==> src/hw/rtl/hrrn_pkg.sv <==
package hrrn_pkg;

  // Table and field sizes
  localparam int QUEUE_DEPTH = 16;
  localparam int ID_BITS     = 8;
  localparam int BURST_BITS  = 16;
  localparam int TIME_BITS   = 32;
  localparam int IDX_BITS    = $clog2(QUEUE_DEPTH);
  localparam int CNT_BITS    = $clog2(QUEUE_DEPTH + 1);
  localparam int PROD_BITS   = TIME_BITS + BURST_BITS;

  typedef enum logic {
    OP_ARRIVE = 1'b0,
    OP_TICK   = 1'b1
  } op_e;

  typedef struct packed {
    op_e                   op;
    logic [ID_BITS-1:0]    proc_id;
    logic [TIME_BITS-1:0]  arrival_time;
    logic [BURST_BITS-1:0] burst_length;
  } in_t;

  typedef struct packed {
    logic                  run_valid;
    logic [ID_BITS-1:0]    run_id;
    logic [BURST_BITS-1:0] run_remaining;
    logic                  arrival_dropped;
  } out_t;

  typedef enum logic [3:0] {
    ST_IDLE,
    ST_ARRIVE,
    ST_TICK,
    ST_LOAD0,
    ST_FIRST,
    ST_MUL,
    ST_CMP,
    ST_REMOVE,
    ST_FINISH
  } state_e;

  // Controller to datapath
  typedef struct packed {
    logic capture;
    logic arrive_commit;
    logic stop_run;
    logic scan_clear;
    logic load_cand;
    logic best_from_cand;
    logic mul;
    logic cmp;
    logic remove;
    logic tick_commit;
  } cmd_t;

  // Datapath to controller
  typedef struct packed {
    logic op_tick;
    logic need_pick;
    logic table_empty;
    logic scan_done;
    logic out_free;
  } sts_t;

endpackage

==> src/hw/rtl/hrrn_ctrl.sv <==
module hrrn_ctrl (
  input  logic          clk_i,
  input  logic          rst_ni,
  input  logic          in_valid_i,
  output logic          in_ready_o,
  input  hrrn_pkg::sts_t sts_i,
  output hrrn_pkg::cmd_t cmd_o
);
  import hrrn_pkg::*;

  state_e state_q, state_d;

  // State register
  always_ff @(posedge clk_i or negedge rst_ni) begin
    if (!rst_ni) begin
      state_q <= ST_IDLE;
    end else begin
      state_q <= state_d;
    end
  end

  // Next state and commands
  always_comb begin
    state_d    = state_q;
    cmd_o      = '0;
    in_ready_o = 1'b0;
    unique case (state_q)
      ST_IDLE: begin
        in_ready_o = 1'b1;
        if (in_valid_i) begin
          cmd_o.capture = 1'b1;
          state_d       = ST_ARRIVE;
        end
      end
      ST_ARRIVE: begin
        // Captured op decides the path; arrivals finish here
        if (sts_i.op_tick) begin
          state_d = ST_TICK;
        end else if (sts_i.out_free) begin
          cmd_o.arrive_commit = 1'b1;
          state_d             = ST_IDLE;
        end
      end
      ST_TICK: begin
        if (!sts_i.need_pick) begin
          state_d = ST_FINISH;
        end else if (sts_i.table_empty) begin
          cmd_o.stop_run = 1'b1;
          state_d        = ST_FINISH;
        end else begin
          cmd_o.scan_clear = 1'b1;
          state_d          = ST_LOAD0;
        end
      end
      ST_LOAD0: begin
        cmd_o.load_cand = 1'b1;
        state_d         = ST_FIRST;
      end
      ST_FIRST: begin
        cmd_o.best_from_cand = 1'b1;
        if (sts_i.scan_done) begin
          state_d = ST_REMOVE;
        end else begin
          cmd_o.load_cand = 1'b1;
          state_d         = ST_MUL;
        end
      end
      ST_MUL: begin
        cmd_o.mul = 1'b1;
        state_d   = ST_CMP;
      end
      ST_CMP: begin
        // Compare current candidate while fetching the next one
        cmd_o.cmp = 1'b1;
        if (sts_i.scan_done) begin
          state_d = ST_REMOVE;
        end else begin
          cmd_o.load_cand = 1'b1;
          state_d         = ST_MUL;
        end
      end
      ST_REMOVE: begin
        cmd_o.remove = 1'b1;
        state_d      = ST_FINISH;
      end
      ST_FINISH: begin
        if (sts_i.out_free) begin
          cmd_o.tick_commit = 1'b1;
          state_d           = ST_IDLE;
        end
      end
      default: begin
        state_d = ST_IDLE;
      end
    endcase
  end

endmodule

==> src/hw/rtl/hrrn_datapath.sv <==
module hrrn_datapath (
  input  logic           clk_i,
  input  logic           rst_ni,
  input  hrrn_pkg::in_t  in_data_i,
  input  hrrn_pkg::cmd_t cmd_i,
  output hrrn_pkg::sts_t sts_o,
  output logic           out_valid_o,
  input  logic           out_ready_i,
  output hrrn_pkg::out_t out_data_o
);
  import hrrn_pkg::*;

  // Captured transaction
  in_t in_q;

  // Ready table, kept compacted in insertion order
  logic [ID_BITS-1:0]    ent_id_q    [QUEUE_DEPTH];
  logic [TIME_BITS-1:0]  ent_arr_q   [QUEUE_DEPTH];
  logic [BURST_BITS-1:0] ent_burst_q [QUEUE_DEPTH];
  logic [CNT_BITS-1:0]   live_q;

  // Scheduler state
  logic [TIME_BITS-1:0]  elapsed_q;
  logic                  run_valid_q;
  logic [ID_BITS-1:0]    run_id_q;
  logic [BURST_BITS-1:0] run_left_q;

  // Scan registers
  logic [CNT_BITS-1:0]   scan_q;
  logic [IDX_BITS-1:0]   cand_idx_q,   best_idx_q;
  logic [ID_BITS-1:0]    cand_id_q,    best_id_q;
  logic [TIME_BITS-1:0]  cand_arr_q,   best_arr_q;
  logic [BURST_BITS-1:0] cand_burst_q, best_burst_q;
  logic [TIME_BITS-1:0]  cand_wait_q,  best_wait_q;
  logic [PROD_BITS-1:0]  lhs_q, rhs_q, lhs_d, rhs_d;

  // Result register
  logic out_valid_q;
  out_t out_q;

  logic [IDX_BITS-1:0]   rd_idx;
  logic [IDX_BITS-1:0]   wr_idx;
  logic [TIME_BITS-1:0]  rd_arr;
  logic [TIME_BITS-1:0]  rd_wait;
  logic                  drop;
  logic                  outranks;
  logic [BURST_BITS-1:0] left_dec;

  assign rd_idx   = scan_q[IDX_BITS-1:0];
  assign wr_idx   = live_q[IDX_BITS-1:0];
  assign rd_arr   = ent_arr_q[rd_idx];
  // Arrivals from the future wait zero ticks
  assign rd_wait  = (rd_arr > elapsed_q) ? '0 : elapsed_q - rd_arr;
  assign drop     = (in_q.burst_length == '0) || (live_q == CNT_BITS'(QUEUE_DEPTH));
  assign left_dec = run_left_q - BURST_BITS'(1);

  // Cross products of the ratio compare
  always_comb begin
    lhs_d = PROD_BITS'(cand_wait_q) * PROD_BITS'(best_burst_q);
    rhs_d = PROD_BITS'(best_wait_q) * PROD_BITS'(cand_burst_q);
  end

  // Candidate wins on a greater ratio, or an earlier arrival on a tie
  assign outranks = (lhs_q > rhs_q) || ((lhs_q == rhs_q) && (cand_arr_q < best_arr_q));

  // Capture the accepted transaction
  always_ff @(posedge clk_i) begin
    if (cmd_i.capture) begin
      in_q <= in_data_i;
    end
  end

  // Append an arrival or close the gap left by the picked entry
  always_ff @(posedge clk_i) begin
    if (cmd_i.arrive_commit && !drop) begin
      ent_id_q[wr_idx]    <= in_q.proc_id;
      ent_arr_q[wr_idx]   <= in_q.arrival_time;
      ent_burst_q[wr_idx] <= in_q.burst_length;
    end else if (cmd_i.remove) begin
      for (int k = 0; k < QUEUE_DEPTH - 1; k++) begin
        if (IDX_BITS'(k) >= best_idx_q) begin
          ent_id_q[k]    <= ent_id_q[k+1];
          ent_arr_q[k]   <= ent_arr_q[k+1];
          ent_burst_q[k] <= ent_burst_q[k+1];
        end
      end
    end
  end

  // Fill count, running process, tick count and scan index
  always_ff @(posedge clk_i or negedge rst_ni) begin
    if (!rst_ni) begin
      live_q      <= '0;
      elapsed_q   <= '0;
      run_valid_q <= 1'b0;
      run_id_q    <= '0;
      run_left_q  <= '0;
      scan_q      <= '0;
    end else begin
      if (cmd_i.arrive_commit && !drop) begin
        live_q <= live_q + CNT_BITS'(1);
      end
      if (cmd_i.stop_run) begin
        run_valid_q <= 1'b0;
      end
      if (cmd_i.remove) begin
        live_q      <= live_q - CNT_BITS'(1);
        run_valid_q <= 1'b1;
        run_id_q    <= best_id_q;
        run_left_q  <= best_burst_q;
      end
      if (cmd_i.tick_commit) begin
        if (run_valid_q) begin
          run_left_q <= left_dec;
        end
        elapsed_q <= elapsed_q + TIME_BITS'(1);
      end
      if (cmd_i.scan_clear) begin
        scan_q <= '0;
      end else if (cmd_i.load_cand) begin
        scan_q <= scan_q + CNT_BITS'(1);
      end
    end
  end

  // Candidate fetch, products and best-so-far
  always_ff @(posedge clk_i) begin
    if (cmd_i.load_cand) begin
      cand_idx_q   <= rd_idx;
      cand_id_q    <= ent_id_q[rd_idx];
      cand_arr_q   <= rd_arr;
      cand_burst_q <= ent_burst_q[rd_idx];
      cand_wait_q  <= rd_wait;
    end
    if (cmd_i.mul) begin
      lhs_q <= lhs_d;
      rhs_q <= rhs_d;
    end
    if (cmd_i.best_from_cand || (cmd_i.cmp && outranks)) begin
      best_idx_q   <= cand_idx_q;
      best_id_q    <= cand_id_q;
      best_arr_q   <= cand_arr_q;
      best_burst_q <= cand_burst_q;
      best_wait_q  <= cand_wait_q;
    end
  end

  // Result register: valid flag
  always_ff @(posedge clk_i or negedge rst_ni) begin
    if (!rst_ni) begin
      out_valid_q <= 1'b0;
    end else if (cmd_i.arrive_commit || cmd_i.tick_commit) begin
      out_valid_q <= 1'b1;
    end else if (out_ready_i) begin
      out_valid_q <= 1'b0;
    end
  end

  // Result register: payload
  always_ff @(posedge clk_i) begin
    if (cmd_i.arrive_commit) begin
      out_q.run_valid       <= 1'b0;
      out_q.run_id          <= '0;
      out_q.run_remaining   <= '0;
      out_q.arrival_dropped <= drop;
    end else if (cmd_i.tick_commit) begin
      out_q.run_valid       <= run_valid_q;
      out_q.run_id          <= run_valid_q ? run_id_q : '0;
      out_q.run_remaining   <= run_valid_q ? left_dec : '0;
      out_q.arrival_dropped <= 1'b0;
    end
  end

  assign sts_o.op_tick     = (in_q.op == OP_TICK);
  assign sts_o.need_pick   = !run_valid_q || (run_left_q == '0);
  assign sts_o.table_empty = (live_q == '0);
  assign sts_o.scan_done   = (scan_q == live_q);
  assign sts_o.out_free    = !out_valid_q || out_ready_i;

  assign out_valid_o = out_valid_q;
  assign out_data_o  = out_q;

endmodule

==> src/hw/rtl/hrrn_process_scheduler.sv <==
// Non-preemptive highest-response-ratio-next scheduler with a 16-entry ready
// table. Each input transaction is either an arrival, which appends a process
// to the table (flagged as dropped if the table is full or the burst is zero),
// or a tick, which picks the waiting process with the greatest
// (wait + burst) / burst when nothing is running, runs the current process for
// one tick and reports it. Ratios are compared exactly by 32x16 cross
// products; ties go to the earliest arrival time, then to the older entry.
// One transaction is handled at a time. An arrival is committed from the
// arrive state; a tick that needs no new pick, or finds the table empty, goes
// straight to the finish state. A tick that picks from N waiting entries first
// runs the selection scan: the first entry is loaded as best, each further
// entry passes in turn through the shared multiply and compare stages, and the
// chosen entry is then removed from the table. The next transaction is
// accepted in the cycle after the result is loaded. A result waits in an
// output register, so the next transaction is accepted while the previous
// result is still held; a new result is loaded only once that one is taken.
module hrrn_process_scheduler (
  input  logic           clk_i,
  input  logic           rst_ni,
  input  logic           in_valid_i,
  output logic           in_ready_o,
  input  hrrn_pkg::in_t  in_data_i,
  output logic           out_valid_o,
  input  logic           out_ready_i,
  output hrrn_pkg::out_t out_data_o
);
  import hrrn_pkg::*;

  cmd_t cmd;
  sts_t sts;

  // Sequencer
  hrrn_ctrl u_ctrl (
    .clk_i      (clk_i),
    .rst_ni     (rst_ni),
    .in_valid_i (in_valid_i),
    .in_ready_o (in_ready_o),
    .sts_i      (sts),
    .cmd_o      (cmd)
  );

  // Table, scan and result registers
  hrrn_datapath u_datapath (
    .clk_i       (clk_i),
    .rst_ni      (rst_ni),
    .in_data_i   (in_data_i),
    .cmd_i       (cmd),
    .sts_o       (sts),
    .out_valid_o (out_valid_o),
    .out_ready_i (out_ready_i),
    .out_data_o  (out_data_o)
  );

endmodule

==> config.mk <==
export PLATFORM = sky130hd
export DESIGN_NAME = hrrn_process_scheduler
export DESIGN_NICKNAME = d
export VERILOG_FILES = /design/src/hw/rtl/hrrn_pkg.sv /design/src/hw/rtl/hrrn_ctrl.sv /design/src/hw/rtl/hrrn_datapath.sv /design/src/hw/rtl/hrrn_process_scheduler.sv
export SDC_FILE = /design/constraint.sdc
export NUM_CORES = 2
export LEC_CHECK = 0
export ABC_AREA = 1
export BUFFER_PORTS_ARGS = -buffer_cell sky130_fd_sc_hd__buf_2
export CAP_MARGIN = 10
export CORE_ASPECT_RATIO = 0.8
export CORE_MARGIN = 1.5
export CORE_UTILIZATION = 40
export CTS_CLUSTER_DIAMETER = 150
export CTS_CLUSTER_SIZE = 8
export DETAILED_ROUTE_END_ITERATION = 8
export SKIP_LAST_GASP = 1
export SYNTH_ARGS = -nofsm -noshare
export SYNTH_HDL_FRONTEND = slang
export SYNTH_HIERARCHICAL = 1
export SYNTH_SLANG_ARGS = --single-unit
==> constraint.sdc <==
create_clock -name clk_i -period 12.7 [get_ports clk_i]
set_input_delay 1.27 -clock clk_i [delete_from_list [all_inputs] [get_ports clk_i]]
set_output_delay 1.27 -clock clk_i [all_outputs]
set_load 0.02 [all_outputs]
; ---- Word level (Yosys, flattened, before mapping)
; Memories as Yosys holds them, arrays and structs flattened. A register that Yosys moved wholly into a read port is not among the register bits.
; Index checks and enable logic that the tools add are counted.
[totals]
reg_bits = 411
ramBits = 896
output_inout_bits = 28
word_cells = 202
n_memories = 3
[mem_list]
columns = memory, depth, width, rd, rd_clocked_by_memory_dff, write_ports, line
row1 = u_datapath.ent_arr_q, 16, 32, 16, 0, 15, hrrn_datapath.sv:18  ; logic [TIME_BITS-1:0] ent_arr_q [QUEUE_DEPTH];
row2 = u_datapath.ent_burst_q, 16, 16, 16, 1, 15, hrrn_datapath.sv:19  ; logic [BURST_BITS-1:0] ent_burst_q [QUEUE_DEPTH];
row3 = u_datapath.ent_id_q, 16, 8, 16, 1, 15, hrrn_datapath.sv:17  ; logic [ID_BITS-1:0] ent_id_q [QUEUE_DEPTH];
[op_classes]
addsub = 6
multipliers = 2
n_lt_le_gt_ge = 18
n_eq_ne = 12
muxes = 110
n_reduce_logical = 25
[op_table]
columns = cell, n
row1 = 32-bit by 16-bit multiplier with 48-bit output, 2
row2 = 1-bit two-way mux, 85
row3 = 16-bit two-way mux, 5
row4 = 48-bit == test, 1
row5 = 48-bit greater-than comparator, 1
row6 = 32-bit by 1-bit adder with 32-bit output (second input constant), 1
row7 = 32-bit greater-than comparator, 1
row8 = 16-bit logical NOT, 2
row9 = 32-bit < comparator, 1
row10 = 32-bit two-way mux, 1
row11 = 4-bit two-way mux, 8
row12 = 4-bit one-hot mux with 8 select lines, 1
row13 = 32-bit OR reduction, 1
row14 = 32-bit subtractor, 1
row15 = 4-bit greater-or-equal comparator (first input constant), 7
row16 = 5-bit two-way mux, 4
row17 = 4-bit by 3-bit == test with 1-bit output (second input constant), 4
row18 = 3-bit by 4-bit greater-or-equal comparator with 1-bit output (first input constant), 4
row19 = 8-bit two-way mux, 2
row20 = 16-bit OR reduction, 1
row21 = 16-bit by 1-bit subtractor with 16-bit output (second input constant), 1
row22 = 5-bit by 1-bit adder with 5-bit output (second input constant), 2
row23 = 2-bit nonzero test, 5
row24 = 4-bit by 2-bit == test with 1-bit output (second input constant), 2
row25 = other kinds (17), 30

; ---- Logic depth before layout (Yosys ltp)
[logic_depth]
ltp_word = 10
ltp_mapped = 27

; ---- By module
; Netlist, hierarchy kept.
[by_module_without_submodules]
columns = module, instances, cells_per_inst, area_per_inst_um2, seq_area_each_um2
row1 = hrrn_datapath, 1, 11385, 98863.6, 39257.7
row2 = hrrn_ctrl, 1, 58, 337.8, 100.1

; ---- Least setup slack after synthesis
; Ideal clock, no wire load.
[synth_timing]
path_type = register to register
startpoint = reg u_datapath.scan_q[1]
endpoint = reg u_datapath.scan_q[4]
setup_ns = 0.077
t_arrival_ns = 9.369
required_time_ns = 12.623
setup_slack_ns = 3.253
stages_incl_launch_ff = 14
synth_period_minus_slack_ns = 9.447
cell_sequence = dfrtp_1 clkbuf_1 inv_1 buf_2 clkbuf_1 clkbuf_1 nand2_1 nand4_1 nor4_1 o21ai_0 nand3_1 nor2_1 o21ai_0 a21oi_1
[synth_rtl]
columns = element, line
row1 = from (decl), hrrn_datapath.sv:29  ; logic [CNT_BITS-1:0] scan_q;
row2 = from (signal assigned), hrrn_datapath.sv:121  ; scan_q <= scan_q + CNT_BITS'(1);

; ---- Worst setup path after layout
[layout_timing]
startpoint = reg u_datapath.cand_wait_q[11]
endpoint = reg u_datapath.lhs_q[42] (data pin)
[layout_via]
elab_chain_len = 1
[layout_rtl]
columns = element, line
row1 = from (decl), hrrn_datapath.sv:34  ; logic [TIME_BITS-1:0] cand_wait_q, best_wait_q;
row2 = from (signal assigned), hrrn_datapath.sv:133  ; cand_wait_q <= rd_wait;
row3 = 32-bit by 16-bit multiplier with 48-bit output, hrrn_datapath.sv:59  ; lhs_d = PROD_BITS'(cand_wait_q) * PROD_BITS'(best_burst_q);
row4 = net u_datapath.lhs_d[42], hrrn_datapath.sv:35  ; logic [PROD_BITS-1:0] lhs_q, rhs_q, lhs_d, rhs_d;
row5 = to (signal assigned), hrrn_datapath.sv:136  ; lhs_q <= lhs_d;
row6 = to (decl), hrrn_datapath.sv:35
; The timed path passes the listed nets, and every way through them passes these cells.
; A chain may end at the register's enable or synchronous reset.

==> flow_metrics.py <==
metrics = {
    "detailed_routing": {
        "drc": 0,
        "drt_iter0_drc": 9522,
        "vias": 78790,
        "drtAntennaViolNets": 0,
        "wl_um": 322800,
        "drtPass1Iterations": 6,
        "wl_per_cell_um": 22.18,
        "via_per_inst": 5.413,
    },
    "final_layout": {
        "final_util_pct": 43.58,
        "final_cells": 14560,
        "drive_above_1_share_pct": 4.924,
        "nets": 12430,
        "synthToLayoutAreaGrowth_pct": 8.326,
    },
    "timing": {
        "fmax_mhz": 148.2,
        "rsz0062_at_grt": "no",
        "maxSlewViolCount": 0,
        "fin_crit_sh_pct": 53.13,
        "period_minus_slack_ns": 6.747,
        "fin_tns_setup_ns": 0,
        "clock_skew_ns": 0.1120,
        "slew_headroom_pct": 6.860,
        "setup_slack_ns": 5.953,
        "setup_violations": 0,
        "tightest_slew_ns": 1.397,
        "finalHoldViolCount": 0,
    },
    "critical_path": {
        "path_delay_family": "adder cells",
        "start_kind": "register",
        "required_ns": 13.22,
        "r2r-end": "u_datapath/lhs_q[42]",
        "reg2reg_slack_ns": 5.95,
        "cp_max_fo": 19,
        "critPathMaxStageDelay_ns": 1.28,
        "slowest_stage": "edfxtp_1",
        "end_kind": "register",
        "r2r_cells": 21,
        "worst_ep_arrival_time_ns": 7.27,
        "cp.buffers_inverters": 4,
        "cpMostUsedCell": "fa_1",
        "crit_chain": "nand2_1, fa_1, fa_1, fa_1, inv_1, fa_1, fa_1, inv_1, fa_1, inv_1, ha_1, a21oi_1, inv_1, a21oi_1, nor2_1, o21ai_0, nand3_1, nand2_1, nand2_1, nand2_1, nand2_1",
        "critical_path_class": "register to register",
        "rr_startpoint": "u_datapath/cand_wait_q[11]",
    },
    "yosys": {
        "ys_top_cells_by_area": "edfxtp_1 37%, fa_1 17%, nand2_1 11%",
        "syn-num-nets": 12700,
        "ys_warn_count": 6,
        "yosys.area.top_type_share_pct": 37.35,
        "synth_most_common_cell": "nand2_1",
        "synthTopCellsByCount": "2884 x nand2_1, 2253 x inv_1, 1234 x edfxtp_1",
        "synth_flop_cell": "edfxtp_1",
        "synth_cells": 11440,
        "synth_edf_count": 1234,
        "synth.distinct_cells": 51,
        "synthesis.area_um2": 99200,
        "synth_seq_cells": 1331,
        "syn_avg_cell_area_um2": 8.669,
        "async_flop_share_pct": 5.409,
        "yosysTopAreaCell": "edfxtp_1",
        "yosysSeqAreaShare_pct": 39.67,
    },
    "floorplan": {
        "core_um2": 246600,
        "die_area_um2": 251000,
        "pin_count": 89,
        "die_y_um": 448.4,
        "fp-row-count": 163,
        "initial_core_util_pct": 40.23,
        "die_w_um": 559.8,
    },
    "clock_network": {
        "clk_latency_ns": 0.87,
        "clock-sinks": 1331,
        "post_cts_resized": 0,
        "cts_hold_buffers": 0,
        "post-cts-setup-buffer-count": 0,
        "cts_inserted_buffers": 192,
        "root_buffer": "clkbuf_16",
        "clk_pin_slew_worst_paths_ns": 0.06,
        "clockBufferDepth": 4,
        "cts_tree": "built",
        "h-tree-depth": 4,
    },
    "run": {
        "max_cap_violations": 0,
    },
    "min_path": {
        "min_path_type": "input port to asynchronous set/reset pin",
    },
    "place": {
        "dpl.cell_count": 14280,
        "io_buffers": 88,
        "dp_hpwl_um": 209800,
        "place_ws_ns": 6.065,
        "gp_congestion": 0.9173,
    },
    "grt": {
        "grt_first_pass_wirelength_um": 487500,
        "grt_max_degree": 204,
        "grt_pass1_vias": 77810,
        "overflow": 0,
        "antenna_found_initial": 22,
        "grt.total_usage_pct": 25.48,
    },
    "status": {
        "outcome": "finished clean",
    },
}
-- sequential cells by signal (all words and copies together), names as in the netlist, 16 cells and up --
signal	cells
u_datapath/out_data_o	26
u_datapath/cand_burst_q	16
u_datapath/ent_arr_q	512
u_datapath/in_q	56
u_datapath/lhs_q	48
u_datapath/best_burst_q	16
u_datapath/run_left_q	16
u_datapath/cand_arr_q	32
u_datapath/rhs_q	48
u_datapath/best_arr_q	32
u_datapath/best_wait_q	32
u_datapath/ent_id_q	128
u_datapath/ent_burst_q	256
u_datapath/cand_wait_q	32
u_datapath/elapsed_q	32
-- stage by stage --
stage               area, um2  hold slack, ns
global route           107500          0.2997
floorplan               99200          0.4003
global placement       102200          0.4036
CTS                    107400          0.2586
finish                 107500          0.3071
detailed placement     102200          0.4054
-- final cells by class --
class	count	area (um2)
inverter	2265	8524
clock buffer	265	5164
multi-input combinational	7170	48790
fill	23900	139100
timing repair buffer	216	1429
sequential	1331	39370
tap	3300	4129
antenna	6	15.01
clock inverter	4	41.29
-- cells in the final DEF, fill, tap and decap left out, drive strengths merged, types with 9 or more instances in the layout --
| master | count |
|---|---|
| nand2 | 2893 |
| inv | 2266 |
| o21ai | 1238 |
| edfxtp | 1234 |
| fa | 838 |
| a21oi | 773 |
| ha | 357 |
| nand3 | 325 |
| nor2 | 320 |
| clkbuf | 265 |
| buf | 216 |
| xor2 | 91 |
| dfrtp | 72 |
| mux2 | 56 |
| nand4 | 55 |
| nor3 | 47 |
| dfxtp | 25 |
| a311o | 24 |
| a31oi | 23 |
| xnor2 | 22 |
| or2 | 21 |
| a21o | 20 |
| o211ai | 14 |
| o21bai | 12 |
| o21a | 9 |
-- how the worst max path moves through the flow --
stage / startpoint / cells after the start / to
2_1_floorplan: u_datapath/scan_q[1] / 13 / u_datapath/scan_q[4]
6_report: u_datapath/cand_wait_q[11] / 21 / u_datapath/lhs_q[42]
3_5_place_dp: u_datapath/cand_wait_q[11] / 21 / u_datapath/lhs_q[42]
5_1_grt: u_datapath/cand_wait_q[8] / 20 / u_datapath/lhs_q[46]
3_3_place_gp: u_datapath/cand_wait_q[8] / 18 / u_datapath/lhs_q[28]
4_1_cts: u_datapath/cand_wait_q[11] / 21 / u_datapath/lhs_q[42]
-- per-layer routing --
layer  vias up  routed length (um)  global-route usage, %
met5         -                 257                 0.5492
met2      4192              143600                  40.29
met4        10                9110                  6.772
met3       581               33890                  4.398
met1     38480              136000                  36.06
li1      35530                   -                      -
-- cells by family after synthesis --
kind of cell | after synthesis | synth area share, %
AO/OA/AOI/OAI | 2129 | 11.09
XOR/XNOR | 113 | 0.9977
adder cells (fa/ha/maj) | 1195 | 21.41
buffers and inverters | 2942 | 11.48
flip-flops | 1331 | 39.67
multiplexers | 56 | 0.6357
AND/OR/NAND/NOR | 3677 | 14.71
Power is not shown: default switching activity piles up to over one toggle a cycle in this logic, so the estimate is an artifact.
